`src/sv/ctmt_pkg.sv`:
```
// Shared types and constants for the counter table with maximum tracking.
`timescale 1ns / 1ps
`default_nettype none
package ctmt_pkg;

  localparam int unsigned NumCountersDef = 64;
  localparam int unsigned CountBitsDef   = 16;
  localparam int unsigned IndexW         = 6;
  localparam int unsigned OpW            = 2;
  localparam int unsigned ResValW        = 16;
  localparam int unsigned ResPopW        = 7;

  typedef enum logic [OpW-1:0] {
    OP_INC  = 2'd0,
    OP_DEC  = 2'd1,
    OP_CLR  = 2'd2,
    OP_READ = 2'd3
  } op_e;

  typedef enum logic [2:0] {
    ST_IDLE,
    ST_UPDATE,
    ST_LAUNCH,
    ST_SCAN,
    ST_DELIVER
  } state_e;

  typedef struct packed {
    logic [OpW-1:0]    operation;
    logic [IndexW-1:0] index;
  } req_t;

  typedef struct packed {
    logic signed [ResValW-1:0] count_value;
    logic signed [ResValW-1:0] max_value;
    logic [ResPopW-1:0]        max_population;
  } res_t;

  // broadcast to every cell of the row
  typedef struct packed {
    logic              upd;
    op_e               op;
    logic [IndexW-1:0] index;
  } cell_cmd_t;

endpackage
`default_nettype wire

```
`src/sv/ctmt_cell.sv`:
```
// One counter of the table plus its stage of the running maximum scan.
`timescale 1ns / 1ps
`default_nettype none
module ctmt_cell import ctmt_pkg::*; #(
  parameter int unsigned CountBits = CountBitsDef,
  parameter int unsigned PopW      = 7,
  parameter int unsigned CellId    = 0
) (
  input  wire logic                        clk_i,
  input  wire logic                        rst_ni,
  input  wire cell_cmd_t                   cmd_i,
  input  wire logic                        tok_i,
  input  wire logic signed [CountBits-1:0] best_i,
  input  wire logic [PopW-1:0]             cnt_i,
  input  wire logic signed [CountBits-1:0] sel_i,
  output logic                             tok_o,
  output logic signed [CountBits-1:0]      best_o,
  output logic [PopW-1:0]                  cnt_o,
  output logic signed [CountBits-1:0]      sel_o
);

  localparam logic signed [CountBits-1:0] TopVal = {1'b0, {(CountBits-1){1'b1}}};
  localparam logic signed [CountBits-1:0] BotVal = {1'b1, {(CountBits-1){1'b0}}};
  localparam bit Reachable = (CellId < (1 << IndexW));

  logic signed [CountBits-1:0] val_q, val_d;
  logic                        tok_q;
  logic signed [CountBits-1:0] best_q, best_d;
  logic [PopW-1:0]             cnt_q, cnt_d;
  logic signed [CountBits-1:0] sel_q, sel_d;
  logic                        hit;

  assign hit = Reachable && (cmd_i.index == IndexW'(CellId));

  always_comb begin
    val_d = val_q;
    if (cmd_i.upd && hit) begin
      unique case (cmd_i.op)
        OP_INC:  if (val_q != TopVal) val_d = val_q + CountBits'(1);
        OP_DEC:  if (val_q != BotVal) val_d = val_q - CountBits'(1);
        OP_CLR:  val_d = '0;
        OP_READ: val_d = val_q;
        default: val_d = val_q;
      endcase
    end
  end

  // fold this counter into the partial maximum handed in from the left
  always_comb begin
    best_d = best_i;
    cnt_d  = cnt_i;
    if (val_q > best_i) begin
      best_d = val_q;
      cnt_d  = PopW'(1);
    end else if (val_q == best_i) begin
      cnt_d = cnt_i + PopW'(1);
    end
    sel_d = hit ? val_q : sel_i;
  end

  always_ff @(posedge clk_i or negedge rst_ni) begin
    if (!rst_ni) begin
      val_q <= '0;
      tok_q <= 1'b0;
    end else begin
      val_q <= val_d;
      tok_q <= tok_i;
    end
  end

  always_ff @(posedge clk_i) begin
    if (tok_i) begin
      best_q <= best_d;
      cnt_q  <= cnt_d;
      sel_q  <= sel_d;
    end
  end

  assign tok_o  = tok_q;
  assign best_o = best_q;
  assign cnt_o  = cnt_q;
  assign sel_o  = sel_q;

endmodule
`default_nettype wire
```
`config.mk`:
```
export PLATFORM = sky130hd
export DESIGN_NAME = ctmt_cell
export DESIGN_NICKNAME = d
export VERILOG_FILES = /design/src/sv/ctmt_pkg.sv /design/src/sv/ctmt_cell.sv
export SDC_FILE = /design/constraint.sdc
export NUM_CORES = 1
export LEC_CHECK = 0
export BUFFER_PORTS_ARGS = -buffer_cell sky130_fd_sc_hd__buf_2
export CAP_MARGIN = 20
export CORE_MARGIN = 5
export CORE_UTILIZATION = 50
export DETAILED_ROUTE_END_ITERATION = 8
export HOLD_SLACK_MARGIN = 0.15
export PLACE_DENSITY = 0.81
export SLEW_MARGIN = 20
export SYNTH_ARGS = -nofsm -noshare
export SYNTH_HDL_FRONTEND = slang
export SYNTH_SLANG_ARGS = --single-unit
```
`constraint.sdc`:
```
create_clock -name clk_i -period 3.36 [get_ports clk_i]
set_input_delay 0.168 -clock clk_i [delete_from_list [all_inputs] [get_ports clk_i]]
set_output_delay 0.168 -clock clk_i [all_outputs]
set_load 0.02 [all_outputs]
```
==> summary.txt <==
Timing
  • Minimum clock period: 2850 ps
  • Hold_ws: 167 ps
  • RSZ-0062 raised after global routing: false
  • Slew headroom: 38.3%
  • Final Hold Vio Count: 0
  • # setup viols final: 0
  • Fin Setup TNS: 0 ps
  • Slew Limit Fails: 0
  • Final worst path period share: 84.8%
  • Worst slew pin tran: 925 ps
  • Max Fclk: 351 MHz
  • Final Skew: 8.73 ps

Layout
  • Filler cells: 603
  • Most frequent cells in the layout: buf_2, edfxtp_1, nand2_1
  • ANT cells: 0
  • Layout cells sized above 1: 34.4%
  • Most common cell after layout, fill and taps aside: buf_2
  • NumNets Final: 526
  • Area grow syn2layout: 20.1%

Synth
  • Yosys reg bits: 56
  • Ys async rst share: 30.4%
  • Sequential share of the synthesized area: 42.8%
  • Mapped Avg Cell Area: 10.5 sq um
  • EDFF count, synth: 39
  • Synth area leader: edfxtp_1
  • Yosys warning total: 0
  • Cells after Synth: 355
  • Top cells by area, synth: edfxtp_1, dfrtp_1, mux2_2
  • Cell Area, Synth: 3730 sq um
  • Leading register cell type out of synthesis: edfxtp_1
  • Synth top area share: 31.4%
  • Post-Syn Nets: 425
  • Yosys cell types: 65

Place
  • Post-detail-place hpwl: 7490 microns
  • PortBufs: 90
  • Routability cong.: 0.878

Route
  • Wire length on met3: 801 microns
  • Antenna violation net count after detailed routing: 0
  • Top routing layer in use: met4
  • Met1 WL: 4250 microns
  • First-pass detailed-route iteration total: 7
  • Vias per cell: 5.86
  • Met2 WL: 4800 microns
  • Initial DRC count: 262
  • DRC violations left: 0
  • Post-DR wirelength/cell: 18.1 microns
  • Routed via count: 3,259
  • Final WL: 10,000 microns

Floorplanning
  • Core area: 7250 sq um
  • Die ar.: 9280 sq um
  • # IOs: 91
  • Die height: 96.3 microns
  • Starting density of the core: 51.4%
  • Num rows: 31
  • Horiz. Die Dim: 96.3 microns

CTS
  • Maximum clock insertion buffer count: 2
  • Post-CTS sizing: 0
  • CTS hold repair buffers: 11
  • Clock Sinks: 56
  • CTS tree: yes
  • CTS Buf Count: 5
  • Skew-Pair Late Insertion Delay: 310 ps
  • Htree depth: 2
  • Post-CTS Setup Bufs: 0
  • Root buffer cell: clkbuf_8
  • Clk slew on worst S/H paths: 100 ps

Global route
  • GR Util All Layers: 22.2%
  • Number of global-route vias before repair: 3,133
  • First-pass GRT wire length: 15,600 microns
  • Largest net degree at the start of global routing: 41
  • GRT Residual Overflow: 0
  • Initial antenna violation count: 0

Worst setup path
  • Worst Setup End Kind: flip-flop
  • R2r startpoint: val_q[14]$_DFFE_PN0P_
  • Crit Path Category: flip-flop to flip-flop
  • CP Launch Type: flip-flop
  • WP data arrival: 2920 ps
  • CP required: 3430 ps
  • Critical path startpoint: val_q[14]$_DFFE_PN0P_
  • Max FO, Critical Path: 21

Pwr
  • Leak Pwr: 1.94 nW
  • Tot Pwr: 1.49 mW
  • P_int: 1.06 mW
  • Sw Ratio: 28.7%
  • Reg power frac: 54.2%
  • Sw Pwr: 0.428 mW
  • Clock share of power: 24.6%
  • Logic pwr share: 21.2%
  • Power Dens Cells: 333 nW/um^2
  • Worst VDD drop: 0.000186 V

Worst hold path
  • Hold Path Origin: sel_i[5]
  • Kind of path behind the tightest hold check: input port to flip-flop

Flow run
  • Max-cap viol count: 0

Run status
  • Status: complete, no violations
[path summary, 6_finish.rpt]
kind / endpoint / slack, ps / cells after the start
worst max-delay path: best_o[13]$_DFFE_PP_ / 510 / 6
worst min-delay path: sel_o[5]$_DFFE_PP_ / 170 / 2
worst max register to register: best_o[13]$_DFFE_PP_ / 510 / 6
worst min register to register: val_q[15]$_DFFE_PN0P_ / 620 / 1
max in group asynchronous: val_q[11]$_DFFE_PN0P_ / 2740 / 2
min in group asynchronous: val_q[7]$_DFFE_PN0P_ / 310 / 2
[synthesized netlist by cell type, types with 7 or more instances]
master / count
nand2_1: 28
a21o_1: 7
edfxtp_1: 39
nor3_1: 11
o21ai_0: 24
mux2_2: 27
nor2_1: 17
inv_1: 21
dfrtp_1: 17
a21oi_1: 11
xor2_1: 7
ha_1: 19
clkbuf_1: 12
[cell families (layout without fill, tap and decap cells)]
family | after synthesis | count (layout) | synth area share (%)
xor+xnor | 8 | 8 | 1.88
buf+inv | 43 | 145 | 5.61
simple gates | 115 | 115 | 18.5
fa+ha+maj | 19 | 19 | 6.38
mux | 33 | 33 | 9.77
compound gates | 81 | 81 | 15.1
flops | 56 | 56 | 42.8
[layout make-up]
type                            instances  area [sq um]  share of cell area [%]
Timing Repair Buffer                  115           668                    14.9
Clock buffer                            6          72.6                    1.62
Clock inverter                          2          12.5                   0.279
Tap cell                               99           124                    2.77
Inverter                               22          82.6                    1.84
Sequential cell                        56          1600                    35.7
Multi-Input combinational cell        256          1920                    42.9
[power groups by stage]
stage | clock, mW | sequential, mW | combinational [mW]
floorplan | 0 | 0.865 | 0.144
global placement | 0 | 0.823 | 0.298
detailed placement | 0 | 0.824 | 0.305
CTS | 0.383 | 0.809 | 0.317
global route | 0.409 | 0.813 | 0.348
finish | 0.367 | 0.809 | 0.317
[sequential cells by signal, indices dropped and copies added (netlist names)]
register / count
best_o: 16
sel_o: 16
tok_o: 1
cnt_o: 7
val_q: 16
[per-stage QoR]
step	std cells	util [%]	instance area (sq um)	setup slack, ps
after floorplan	355	-	3730	890
after global placement	536	58.9	4270	644
after detailed placement	536	58.9	4270	526
after CTS	555	61.6	4470	507
after global routing	556	61.7	4480	385
final	556	61.7	4480	512
[critical path, stage by stage (launching register included)]
cell       delay (ps)
dfrtp_1           520
ha_1              360
nand4_1           220
a2111o_1          450
o2111ai_1         100
a31o_2            540
mux2_2            410
[routing by layer]
metal / global-route usage (%) / up-vias
li1: - / 1545
met1: 28.2 / 1540
met2: 38.0 / 149
met3: 4.85 / 25
met4: 6.07 / 0
met5: 0 / -
Note: power is estimated with default switching activity, not from simulation.
